<file path="src/hdl/owpfd_pkg.sv">
// Shared types, codes and sizes for the one-wire pulse frame decoder.
`timescale 1ns / 1ps
package owpfd_pkg;

	localparam int DATA_BITS    = 16;
	localparam int COMMAND_BITS = 48;
	localparam int CRC_BITS     = 8;

	localparam int LEN_W  = 24;
	localparam int THR_W  = 16;
	localparam int ACC_W  = 48;
	localparam int CNT_W  = 6;
	localparam int ADDR_W = 5;
	localparam int DATA_W = 32;

	localparam logic [2:0] REG_OVERDRIVE   = 3'd0;
	localparam logic [2:0] REG_RESET_MIN   = 3'd1;
	localparam logic [2:0] REG_RESET_SPEC  = 3'd2;
	localparam logic [2:0] REG_OVD_MIN     = 3'd3;
	localparam logic [2:0] REG_BIT_CHECK   = 3'd4;
	localparam logic [2:0] REG_BIT_SAMPLE  = 3'd5;
	localparam logic [2:0] REG_GLITCH_MIN  = 3'd6;
	localparam logic [2:0] REG_IDLE_GAP    = 3'd7;

	localparam logic [THR_W-1:0] RST_RESET_MIN  = 16'd960;
	localparam logic [THR_W-1:0] RST_RESET_SPEC = 16'd960;
	localparam logic [THR_W-1:0] RST_OVD_MIN    = 16'd96;
	localparam logic [THR_W-1:0] RST_BIT_CHECK  = 16'd4;
	localparam logic [THR_W-1:0] RST_BIT_SAMPLE = 16'd30;
	localparam logic [THR_W-1:0] RST_GLITCH_MIN = 16'd20;
	localparam logic [LEN_W-1:0] RST_IDLE_GAP   = 24'd2000;

	typedef enum logic [2:0] {
		EV_RESET   = 3'd0,
		EV_DATA    = 3'd1,
		EV_COMMAND = 3'd2,
		EV_CRC     = 3'd3,
		EV_INVALID = 3'd4,
		EV_START   = 3'd5
	} event_kind_t;

	typedef struct packed {
		logic [LEN_W-1:0] high_length;
		logic [LEN_W-1:0] low_length;
	} in_item_t;

	typedef struct packed {
		event_kind_t      event_kind;
		logic [ACC_W-1:0] field_value;
		logic             warning;
	} out_item_t;

	typedef struct packed {
		logic             overdrive_mode;
		logic [THR_W-1:0] reset_min_samples;
		logic [THR_W-1:0] reset_spec_samples;
		logic [THR_W-1:0] ovd_reset_min_samples;
		logic [THR_W-1:0] bit_check_samples;
		logic [THR_W-1:0] bit_sample_samples;
		logic [THR_W-1:0] glitch_min_samples;
		logic [LEN_W-1:0] idle_gap_samples;
	} cfg_t;

endpackage

</file>
<file path="src/hdl/owpfd_regs.sv">
// Configuration register file with APB-style access.
`timescale 1ns / 1ps
module owpfd_regs
	import owpfd_pkg::*;
(
	input  logic              clk,
	input  logic              arst_n,
	input  logic              psel,
	input  logic              penable,
	input  logic              pwrite,
	input  logic [ADDR_W-1:0] paddr,
	input  logic [DATA_W-1:0] pwdata,
	output logic [DATA_W-1:0] prdata,
	output cfg_t              cfg
);

	cfg_t       cfg_q;
	logic       wr_en;
	logic [2:0] idx;

	assign wr_en = psel & penable & pwrite;
	assign idx   = paddr[ADDR_W-1:2];
	assign cfg   = cfg_q;

	always_ff @(posedge clk or negedge arst_n) begin
		if (!arst_n) begin
			cfg_q.overdrive_mode        <= 1'b0;
			cfg_q.reset_min_samples     <= RST_RESET_MIN;
			cfg_q.reset_spec_samples    <= RST_RESET_SPEC;
			cfg_q.ovd_reset_min_samples <= RST_OVD_MIN;
			cfg_q.bit_check_samples     <= RST_BIT_CHECK;
			cfg_q.bit_sample_samples    <= RST_BIT_SAMPLE;
			cfg_q.glitch_min_samples    <= RST_GLITCH_MIN;
			cfg_q.idle_gap_samples      <= RST_IDLE_GAP;
		end else if (wr_en) begin
			case (idx)
				REG_OVERDRIVE:  cfg_q.overdrive_mode        <= pwdata[0];
				REG_RESET_MIN:  cfg_q.reset_min_samples     <= pwdata[THR_W-1:0];
				REG_RESET_SPEC: cfg_q.reset_spec_samples    <= pwdata[THR_W-1:0];
				REG_OVD_MIN:    cfg_q.ovd_reset_min_samples <= pwdata[THR_W-1:0];
				REG_BIT_CHECK:  cfg_q.bit_check_samples     <= pwdata[THR_W-1:0];
				REG_BIT_SAMPLE: cfg_q.bit_sample_samples    <= pwdata[THR_W-1:0];
				REG_GLITCH_MIN: cfg_q.glitch_min_samples    <= pwdata[THR_W-1:0];
				REG_IDLE_GAP:   cfg_q.idle_gap_samples      <= pwdata[LEN_W-1:0];
				default: ;
			endcase
		end
	end

	always_comb begin
		case (idx)
			REG_OVERDRIVE:  prdata = {31'd0, cfg_q.overdrive_mode};
			REG_RESET_MIN:  prdata = {16'd0, cfg_q.reset_min_samples};
			REG_RESET_SPEC: prdata = {16'd0, cfg_q.reset_spec_samples};
			REG_OVD_MIN:    prdata = {16'd0, cfg_q.ovd_reset_min_samples};
			REG_BIT_CHECK:  prdata = {16'd0, cfg_q.bit_check_samples};
			REG_BIT_SAMPLE: prdata = {16'd0, cfg_q.bit_sample_samples};
			REG_GLITCH_MIN: prdata = {16'd0, cfg_q.glitch_min_samples};
			REG_IDLE_GAP:   prdata = {8'd0, cfg_q.idle_gap_samples};
			default:        prdata = '0;
		endcase
	end

endmodule

</file>
<file path="src/hdl/owpfd_core.sv">
// Pulse classifier and field framer between an input register and a result register.
`timescale 1ns / 1ps
module owpfd_core
	import owpfd_pkg::*;
(
	input  logic      clk,
	input  logic      arst_n,
	input  cfg_t      cfg,
	input  logic      in_valid,
	output logic      in_ready,
	input  in_item_t  in_data,
	output logic      out_valid,
	input  logic      out_ready,
	output out_item_t out_data
);

	typedef enum logic [1:0] {
		PH_DATA,
		PH_COMMAND,
		PH_CRC
	} phase_t;

	localparam logic [CNT_W:0] DATA_NEED    = (CNT_W+1)'(DATA_BITS);
	localparam logic [CNT_W:0] COMMAND_NEED = (CNT_W+1)'(COMMAND_BITS);
	localparam logic [CNT_W:0] CRC_NEED     = (CNT_W+1)'(CRC_BITS);

	in_item_t         item_s1;
	logic             valid_s1;
	logic             active_q;
	phase_t           phase_q;
	logic [CNT_W-1:0] count_q;
	logic [ACC_W-1:0] acc_q;
	logic             out_valid_q;
	out_item_t        out_data_q;

	logic             slot_free;
	logic             advance;
	logic             glitch;
	logic [THR_W-1:0] limit;
	logic             is_reset;
	logic             is_start;
	logic             warn;
	logic             bit_ok;
	logic             bit_one;
	logic [CNT_W:0]   count_next;
	logic [CNT_W:0]   need;
	event_kind_t      field_kind;
	logic             field_done;
	logic [ACC_W-1:0] acc_base;
	logic [ACC_W-1:0] acc_set;
	logic             emit;
	out_item_t        result;

	assign slot_free = !out_valid_q || out_ready;
	assign advance   = valid_s1 && slot_free;
	assign in_ready  = !valid_s1 || slot_free;
	assign out_valid = out_valid_q;
	assign out_data  = out_data_q;

	always_comb begin
		glitch = (item_s1.high_length < {8'd0, cfg.glitch_min_samples})
			|| (item_s1.low_length < {8'd0, cfg.glitch_min_samples});
		limit = cfg.overdrive_mode ? cfg.ovd_reset_min_samples : cfg.reset_min_samples;
		is_reset = item_s1.low_length > {8'd0, limit};
		if (cfg.overdrive_mode)
			warn = (item_s1.low_length > {8'd0, cfg.reset_min_samples})
				&& (item_s1.low_length < {8'd0, cfg.reset_spec_samples});
		else
			warn = item_s1.low_length < {8'd0, cfg.reset_spec_samples};
		is_start = item_s1.high_length > cfg.idle_gap_samples;
		bit_ok   = item_s1.low_length > {8'd0, cfg.bit_check_samples};
		bit_one  = item_s1.low_length <= {8'd0, cfg.bit_sample_samples};

		count_next = {1'b0, count_q} + 1'b1;
		case (phase_q)
			PH_DATA: begin
				need       = DATA_NEED;
				field_kind = EV_DATA;
			end
			PH_COMMAND: begin
				need       = COMMAND_NEED;
				field_kind = EV_COMMAND;
			end
			default: begin
				need       = CRC_NEED;
				field_kind = EV_CRC;
			end
		endcase
		field_done = count_next >= need;

		acc_base = (count_q == '0) ? '0 : acc_q;
		for (int i = 0; i < ACC_W; i++)
			acc_set[i] = acc_base[i] | (bit_one && (count_q == CNT_W'(i)));

		result.field_value = '0;
		result.warning     = 1'b0;
		if (is_reset) begin
			emit              = 1'b1;
			result.event_kind = EV_RESET;
			result.warning    = warn;
		end else if (is_start) begin
			emit              = 1'b1;
			result.event_kind = EV_START;
		end else if (!bit_ok) begin
			emit              = active_q;
			result.event_kind = EV_INVALID;
		end else begin
			emit               = active_q && field_done;
			result.event_kind  = field_kind;
			result.field_value = acc_set;
		end
		if (glitch)
			emit = 1'b0;
	end

	always_ff @(posedge clk or negedge arst_n) begin
		if (!arst_n) begin
			valid_s1    <= 1'b0;
			active_q    <= 1'b0;
			phase_q     <= PH_DATA;
			count_q     <= '0;
			acc_q       <= '0;
			out_valid_q <= 1'b0;
		end else begin
			if (in_valid && in_ready)
				valid_s1 <= 1'b1;
			else if (advance)
				valid_s1 <= 1'b0;

			if (advance) begin
				out_valid_q <= emit;
				if (!glitch) begin
					if (is_reset || is_start) begin
						active_q <= 1'b1;
						phase_q  <= PH_DATA;
						count_q  <= '0;
						acc_q    <= '0;
					end else if (active_q && bit_ok) begin
						if (field_done) begin
							count_q <= '0;
							acc_q   <= '0;
							phase_q <= (phase_q == PH_DATA) ? PH_COMMAND : PH_CRC;
						end else begin
							count_q <= count_next[CNT_W-1:0];
							acc_q   <= acc_set;
						end
					end
				end
			end else if (out_ready) begin
				out_valid_q <= 1'b0;
			end
		end
	end

	always_ff @(posedge clk) begin
		if (in_valid && in_ready)
			item_s1 <= in_data;
		if (advance && emit)
			out_data_q <= result;
	end

endmodule

</file>
<file path="src/hdl/one_wire_pulse_frame_decoder_top.sv">
// Top level of the one-wire pulse frame decoder.
// A request is held in the input register and passed on to the result register once that is free.
// Throughput: one request per cycle while results are not stalled; set by the single input and result register pair.
// A request that yields no result still passes through the input register.
// Reset: arst_n clears framing, handshake state and restores register defaults.
`timescale 1ns / 1ps
module one_wire_pulse_frame_decoder_top
	import owpfd_pkg::*;
(
	input  logic              clk,
	input  logic              arst_n,
	input  logic              psel,
	input  logic              penable,
	input  logic              pwrite,
	input  logic [ADDR_W-1:0] paddr,
	input  logic [DATA_W-1:0] pwdata,
	output logic [DATA_W-1:0] prdata,
	output logic              pready,
	input  logic              in_valid,
	output logic              in_ready,
	input  in_item_t          in_data,
	output logic              out_valid,
	input  logic              out_ready,
	output out_item_t         out_data
);

	cfg_t cfg;

	assign pready = 1'b1;

	owpfd_regs u_regs (
		.clk     (clk),
		.arst_n  (arst_n),
		.psel    (psel),
		.penable (penable),
		.pwrite  (pwrite),
		.paddr   (paddr),
		.pwdata  (pwdata),
		.prdata  (prdata),
		.cfg     (cfg)
	);

	owpfd_core u_core (
		.clk       (clk),
		.arst_n    (arst_n),
		.cfg       (cfg),
		.in_valid  (in_valid),
		.in_ready  (in_ready),
		.in_data   (in_data),
		.out_valid (out_valid),
		.out_ready (out_ready),
		.out_data  (out_data)
	);

endmodule

</file>
<file path="config.mk">
export PLATFORM = sky130hd
export DESIGN_NAME = one_wire_pulse_frame_decoder_top
export DESIGN_NICKNAME = d
export VERILOG_FILES = /design/src/hdl/owpfd_pkg.sv /design/src/hdl/owpfd_regs.sv /design/src/hdl/owpfd_core.sv /design/src/hdl/one_wire_pulse_frame_decoder_top.sv
export SDC_FILE = /design/constraint.sdc
export NUM_CORES = 1
export LEC_CHECK = 0
export BUFFER_PORTS_ARGS = -buffer_cell sky130_fd_sc_hd__buf_2
export CAP_MARGIN = 25
export CORE_UTILIZATION = 53
export DETAILED_ROUTE_END_ITERATION = 12
export PLACE_DENSITY = 0.69
export SYNTH_ARGS = -nofsm -noshare
export SYNTH_HDL_FRONTEND = slang
export SYNTH_SLANG_ARGS = --single-unit
</file>
<file path="constraint.sdc">
create_clock -name clk -period 6.2 [get_ports clk]
set_input_delay 0.93 -clock clk [delete_from_list [all_inputs] [get_ports clk]]
set_output_delay 0.93 -clock clk [all_outputs]
set_load 0.02 [all_outputs]
</file>
### Word level (Yosys, flattened, before mapping)

Cells that the tools add are included.

| operators by class | value |
|---|---|
| equality and inequality tests | 55 |
| add/subtract/negate cells | 1 |
| shifts and indexed selects | 0 |
| multiply operators | 0 |
| reduce and logical (&&, ||, !) cells | 79 |
| multiplexer cells | 26 |
| $lt $le $gt $ge | 9 |
| divide/modulo/power cells | 0 |
| bitwise gates (word level) | 52 |

Operator list:

| kind | count |
|---|---|
| $pmux W32 S8 | 1 |
| $mux W48 | 4 |
| $eq A6 B5 Y1 const B | 16 |
| $eq A6 B6 Y1 const B | 16 |
| $gt A24 B16 Y1 | 3 |
| $lt A24 B16 Y1 | 3 |
| $logic_and A1 B1 Y1 | 54 |
| $eq A6 B4 Y1 const B | 8 |
| $or A1 B1 Y1 | 48 |
| $eq A6 B3 Y1 const B | 4 |
| $gt A24 B24 Y1 | 1 |
| $le A24 B16 Y1 | 1 |
| $mux W6 | 3 |
| $mux W16 | 1 |
| $reduce_and A2 Y1 | 8 |
| $eq A3 B3 Y1 const B | 4 |
| $eq A6 B2 Y1 const B | 2 |
| $pmux W6 S2 | 1 |
| $mux W1 | 9 |
| $mux W2 | 4 |
| $reduce_bool A2 Y1 | 4 |
| $add A6 B1 Y7 const B | 1 |
| $ge A7 B6 Y1 | 1 |
| $eq A3 B2 Y1 const B | 2 |
| 15 further kinds | 23 |

| word-level totals | value |
|---|---|
| output and inout bits | 87 |
| RAM bits | 0 |
| register bits | 280 |
| word-level logic and storage cells | 242 |
| memories | 0 |
| latch bits | 0 |
| input port bits | 92 |
| bits in read-only memories | 0 |

### Logic depth before layout (Yosys ltp)

| depth | value |
|---|---|
| word-level depth | 9 |
| gate-level depth with buffers | 14 |
| gate-level depth less buffers | 10 |

### By module

Synthesis repeated with hierarchy kept, for this count alone.

| second synthesis, totals | value |
|---|---|
| cells, all modules | 1379 |
| area total of the unflattened synthesis | 15772.6 µm² |

By module, submodules not included:

| module | seq. area each (µm²) | area an instance (µm²) | cells each | times used |
|---|---|---|---|---|
| owpfd_core | 4479.3 | 10070.9 | 982 | 1 |
| owpfd_regs | 3056.7 | 5690.5 | 395 | 1 |
| one_wire_pulse_frame_decoder_top | 0.0 | 11.3 | 2 | 1 |

### Least setup slack after synthesis

No wires, ideal clock.

| timing | value |
|---|---|
| path type | register to register |
| start | register u_regs.cfg_q, in the netlist u_regs.cfg[120] |
| end | register u_core.out_data_q, in the netlist u_core.out_data[0], enable pin |
| path buffers | 3 |
| arrival | 4.701 ns |
| period minus slack after synthesis | 5.163 ns |
| data required time | 5.738 ns |
| slack | 1.037 ns |
| cell stages (with the launch flop) | 13 |
| path through | dfrtp_1 clkbuf_1 clkbuf_1 mux2i_1 ha_1 nand3_1 a31oi_1 a211oi_1 o21ai_1 and2_0 clkbuf_1 a211oi_1 nor2_1 |

| on the way | value |
|---|---|
| word-level cells in the longest chain between the ends | 5 |

Ends and longest elaborated chain:

| element | RTL line | text |
|---|---|---|
| start, declared | owpfd_regs.sv:17 | `cfg_t cfg_q;` |
| $mux W16 | owpfd_core.sv:63 | `limit = cfg.overdrive_mode ? cfg.ovd_reset_min_samples : cfg.reset_min_samples;` |
| $gt A24 B16 Y1 | owpfd_core.sv:64 | `is_reset = item_s1.low_length > {8'd0, limit};` |
| $mux W1 | owpfd_core.sv:97 | `if (is_reset) begin` |
| $mux W1 | owpfd_core.sv:112 | `if (glitch)` |
| $logic_and A1 B1 Y1 | owpfd_core.sv:158 | `if (advance && emit)` |
| end signal, assigned | owpfd_core.sv:159 | `out_data_q <= result;` |
| end, declared | owpfd_core.sv:34 | `out_item_t out_data_q;` |

Every way passes these cells.
A chain may end at the register's enable or synchronous reset.

### Worst setup path after layout

| timing | value |
|---|---|
| start | input paddr[4] |
| end | output prdata[3] |

| on the way | value |
|---|---|
| word-level cells in the longest chain between the ends | 2 |
| elaborated cells on any way between the ends | 9 |
| those cells by class | eq/ne: 7; mux: 1; reduce/logical: 1 |

Ends and longest elaborated chain:

| element | RTL line | text |
|---|---|---|
| start, declared | one_wire_pulse_frame_decoder_top.sv:15 | `input logic [ADDR_W-1:0] paddr,` |
| $eq A3 B3 Y1 (tied with other cells) | owpfd_regs.sv:51 | `case (idx)` |
| $pmux W32 S8 * | owpfd_regs.sv:51 |  |
| end, declared | one_wire_pulse_frame_decoder_top.sv:17 | `output logic [DATA_W-1:0] prdata,` |

Every way passes the cells marked *; elsewhere a longest branch is shown, timed or not. The select of a mux whose other input is x is not followed.

==> metrics.txt <==
# TYPE chip_impl_metric gauge
chip_impl_info{name="run_status",value="finished, final reports clean"} 1
chip_impl_metric{name="yosysTopAreaCellShare",unit="%"} 25.56
chip_impl_metric{name="syn-mean-instance-area",unit="µm²"} 10.42
chip_impl_metric{name="clkLatencyLatePin",unit="ns"} 0.56
chip_impl_metric{name="first_global_vias",unit=""} 11130
chip_impl_info{name="synth.largest_area_cell",value="dfrtp_1"} 1
chip_impl_metric{name="vdd.ir_drop.worst",unit="µV"} 250.3
chip_impl_info{name="combinational_family_with_the_most_area_after_synthesis",value="compound AO/OA/AOI/OAI gates"} 1
chip_impl_metric{name="syn_area",unit="µm²"} 15370
chip_impl_info{name="cts_tree",value="done"} 1
chip_impl_metric{name="viasPerCell",unit=""} 5.750
chip_impl_metric{name="dp_hpwl",unit="µm"} 26850
chip_impl_metric{name="antenna_found_initial",unit=""} 1
chip_impl_metric{name="floorplan.die.height",unit="µm"} 172.3
chip_impl_info{name="predominant_post_synthesis_flop_cell",value="dfrtp_1"} 1
chip_impl_metric{name="finalSetupViolCount",unit=""} 0
chip_impl_metric{name="largest_net_degree_at_the_start_of_global_routing",unit=""} 174
chip_impl_metric{name="power.density_cell_area",unit="nW/µm²"} 308.1
chip_impl_metric{name="power.switching",unit="W"} 0.001602
chip_impl_metric{name="sequentialPowerShare",unit="%"} 43.3
chip_impl_metric{name="dieArea",unit="µm²"} 29680
chip_impl_metric{name="arrival_time_worst_endpoint",unit="ns"} 3.14
chip_impl_metric{name="routed_wire_length_per_instance",unit="µm"} 18.56
chip_impl_metric{name="p_clk_share",unit="%"} 34.8
chip_impl_metric{name="synth-compound-area-share",unit="%"} 16.23
chip_impl_metric{name="post-route-drc-count",unit=""} 0
chip_impl_metric{name="post_synth_simple_gate_area",unit="%"} 11.00
chip_impl_metric{name="layout_worst_path_cycle_share",unit="%"} 65.63
chip_impl_metric{name="numPortBuffers",unit=""} 159
chip_impl_metric{name="drtIter0Drc",unit=""} 993
chip_impl_metric{name="power.internal",unit="W"} 0.003807
chip_impl_metric{name="required",unit="ns"} 5.27
chip_impl_metric{name="yosys_register_bits",unit=""} 280
chip_impl_metric{name="post_synth_fa_ha_maj_area_fraction",unit="%"} 11.40
chip_impl_metric{name="route.vias.total",unit=""} 11560
chip_impl_metric{name="syn_to_final_growth",unit="%"} 14.23
chip_impl_metric{name="timing_max_transition_violations_final",unit=""} 0
chip_impl_metric{name="post_cts_hold_buffer_count",unit=""} 0
chip_impl_metric{name="relative_slew_slack",unit="%"} 28.60
chip_impl_metric{name="final_layout_size_suffix_gt1_share",unit="%"} 20.05
chip_impl_metric{name="cts_made_buffers",unit=""} 31
chip_impl_metric{name="synth_edf_count",unit=""} 100
chip_impl_metric{name="coreArea",unit="µm²"} 28160
chip_impl_info{name="post_synth_main_area_contributors",value="dfrtp_1, edfxtp_1, ha_1, o21ai_0, inv_1"} 1
chip_impl_metric{name="synth.distinct_cells",unit=""} 71
chip_impl_metric{name="critical_path.max_fanout",unit=""} 49
chip_impl_metric{name="final_net_count",unit=""} 1839
chip_impl_metric{name="cts_setup_buffers",unit=""} 0
chip_impl_metric{name="clock-skew-final",unit="ns"} 0.01301
chip_impl_info{name="worst_setup_path_class",value="in -> out"} 1
chip_impl_metric{name="clock.fmax",unit="MHz"} 245.8
chip_impl_metric{name="power.share.switching",unit="%"} 29.61
chip_impl_metric{name="ys.warnings.count",unit=""} 0
chip_impl_metric{name="design.portCount",unit=""} 179
chip_impl_info{name="timing.critical_path.to_type",value="primary output"} 1
chip_impl_metric{name="tightest_slew",unit="ns"} 1.071
chip_impl_metric{name="row_count",unit=""} 61
chip_impl_metric{name="maxCapViolations",unit=""} 0
chip_impl_info{name="rsz0062_at_grt",value="no"} 1
chip_impl_metric{name="grt-ovfl-total",unit=""} 0
chip_impl_metric{name="fin_setup_tns",unit="ns"} 0
chip_impl_info{name="root_buffer",value="clkbuf_16"} 1
chip_impl_metric{name="synth_xor_area_share",unit="%"} 0.1710
chip_impl_metric{name="filler_cell_count",unit=""} 2327
chip_impl_metric{name="route.final.wire_length",unit="µm"} 37300
chip_impl_metric{name="hold_viol",unit=""} 0
chip_impl_metric{name="fp.dieW",unit="µm"} 172.3
chip_impl_metric{name="grt_util_all_layers",unit="%"} 25.94
chip_impl_info{name="hold_class",value="in -> async"} 1
chip_impl_metric{name="synthMuxAreaShare",unit="%"} 5.324
chip_impl_metric{name="final_core_util",unit="%"} 62.34
chip_impl_metric{name="floorplan.initialDensity",unit="%"} 54.57
chip_impl_metric{name="logic_gate_share_of_total_power",unit="%"} 21.8
chip_impl_metric{name="ffs_w_async_s_r_synth",unit="%"} 64.29
chip_impl_metric{name="antenna_violating_nets_left",unit=""} 0
chip_impl_metric{name="place.gp.congestion",unit=""} 0.9233
chip_impl_metric{name="ctsLongestPathBuffers",unit=""} 3
chip_impl_metric{name="ctsHtreeMaxLevel",unit=""} 1
chip_impl_metric{name="share_of_the_yosys_chip_area_belonging_to_registers",unit="%"} 49.04
chip_impl_metric{name="grt_first_pass_wirelength",unit="µm"} 59260
chip_impl_metric{name="p_leak",unit="nW"} 7.641
chip_impl_metric{name="clk_pin_slew",unit="ns"} 0.06
chip_impl_metric{name="cts.sink_count",unit=""} 280
chip_impl_metric{name="post_cts_resize_count",unit=""} 0
chip_impl_metric{name="detail_route.first_pass.iterations",unit=""} 7
chip_impl_metric{name="shortest_clock_period_the_worst_path_allows_after_layout",unit="ns"} 4.069
chip_impl_metric{name="syn_inst",unit=""} 1475
chip_impl_info{name="timing.critical_path.from_type",value="primary input"} 1
==> sequential cells by signal, indices dropped and copies added (netlist names) <==
name              cells
u_core.out_data      52
u_core.acc_q         48
u_regs.cfg          121
u_core.count_q        6
u_core.valid_s1       1
u_core.item_s1       48
u_core.active_q       1
u_core.out_valid      1
u_core.phase_q        2
==> kinds of logic after synthesis <==
kind of cell / after synthesis
compound gates: 374
simple gates: 366
flops: 280
buf+inv: 249
fa+ha+maj: 140
mux: 61
xor+xnor: 3
other cells: 2
==> synthesized netlist by cell type, drive strengths merged, types with 5 or more instances <==
cell    instances
inv           163
o211ai          5
a221oi          9
edfxtp        100
nand4          21
o21ai         143
and2           16
nand2b          9
a21oi          55
nor4            5
nor2b          14
a31oi           6
a21o           13
nor3            9
o22ai          53
a211oi          6
mux2i          22
dfstp          23
mux2           26
buf            34
nor2           85
a32oi          44
nand3          23
mux4           13
clkbuf         52
dfrtp         157
and3            9
and4            6
nand2         156
ha            140
a21boi          6
==> worst max-delay path, stage by stage <==
cell	delay [ns]
buf_2	0.69
nand3_1	0.79
o21ai_0	0.46
buf_2	0.23
==> metrics by stage <==
| stage | power, W | std cells | setup slack [ns] | area (µm²) | hold WS (ns) |
|---|---|---|---|---|---|
| finish | 0.005408 | 2010 | 2.131 | 17560 | 0.1548 |
| global route | 0.005694 | 2010 | 1.747 | 17560 | 0.1467 |
| CTS | 0.005428 | 2006 | 1.874 | 17490 | 0.1380 |
| detailed placement | 0.003535 | 1949 | 1.851 | 16430 | 0.5041 |
| global placement | 0.003487 | 1948 | 1.931 | 16420 | 0.5010 |
| floorplan | 0.003143 | 1482 | 1.037 | 15390 | 0.4804 |
==> placed cells by master (no fill, tap or decap), drive strengths merged, types with 26 or more instances in the layout <==
| cell type | n |
|---|---|
| edfxtp | 100 |
| o22ai | 53 |
| nor2 | 85 |
| nand2 | 156 |
| a32oi | 44 |
| buf | 178 |
| dfrtp | 157 |
| clkbuf | 42 |
| mux2 | 26 |
| o21ai | 143 |
| ha | 140 |
| inv | 163 |
| a21oi | 55 |
==> path summary, 6_finish.rpt <==
check / start / to / slack (ns) / cells past startpoint
max: paddr[4] / prdata[3] / 2.13 / 4
min: arst_n / u_regs.cfg[24] / 0.15 / 1
max reg2reg: u_regs.cfg[120] / u_core.out_data[30] / 2.19 / 10
min reg2reg: u_regs.cfg[43] / u_regs.cfg[43] / 0.51 / 2
max in group asynchronous: arst_n / u_core.acc_q[0] / 4.82 / 2
min in group clk: u_regs.cfg[43] / u_regs.cfg[43] / 0.51 / 2
==> power groups by stage <==
| stage | combinational, W | clock, W | sequential, W |
|---|---|---|---|
| final | 0.00118 | 0.00188 | 0.00234 |
| after floorplan | 0.000789 | 0 | 0.00235 |
| after global placement | 0.00112 | 0 | 0.00237 |
| after CTS | 0.00116 | 0.00192 | 0.00235 |
| after detailed placement | 0.00116 | 0 | 0.00238 |
| after global routing | 0.00134 | 0.00199 | 0.00237 |
==> area by class of cell <==
class | count | area, µm² | area share (%)
clock inverter | 15 | 148.9 | 0.8481
clock buffer | 42 | 910.9 | 5.189
antenna | 1 | 2.502 | 0.01425
tap | 378 | 473.0 | 2.694
sequential | 280 | 7536 | 42.93
multi-input combinational | 953 | 6872 | 39.14
timing repair buffer | 178 | 1001 | 5.702
inverter | 163 | 611.8 | 3.485
==> routing by layer <==
metal | global-route usage, % | part of all wire [%] | vias to the layer above | wire [µm]
met4 | 9.773 | 3.7 | 0 | 1396
met2 | 40.71 | 45 | 380 | 16920
met3 | 3.525 | 5.5 | 65 | 2065
met1 | 36.61 | 45 | 5558 | 16920
met5 | 0 | 0 | - | 0
li1 | - | - | 5554 | -
No activity file was read; power rests on OpenSTA's default activity.
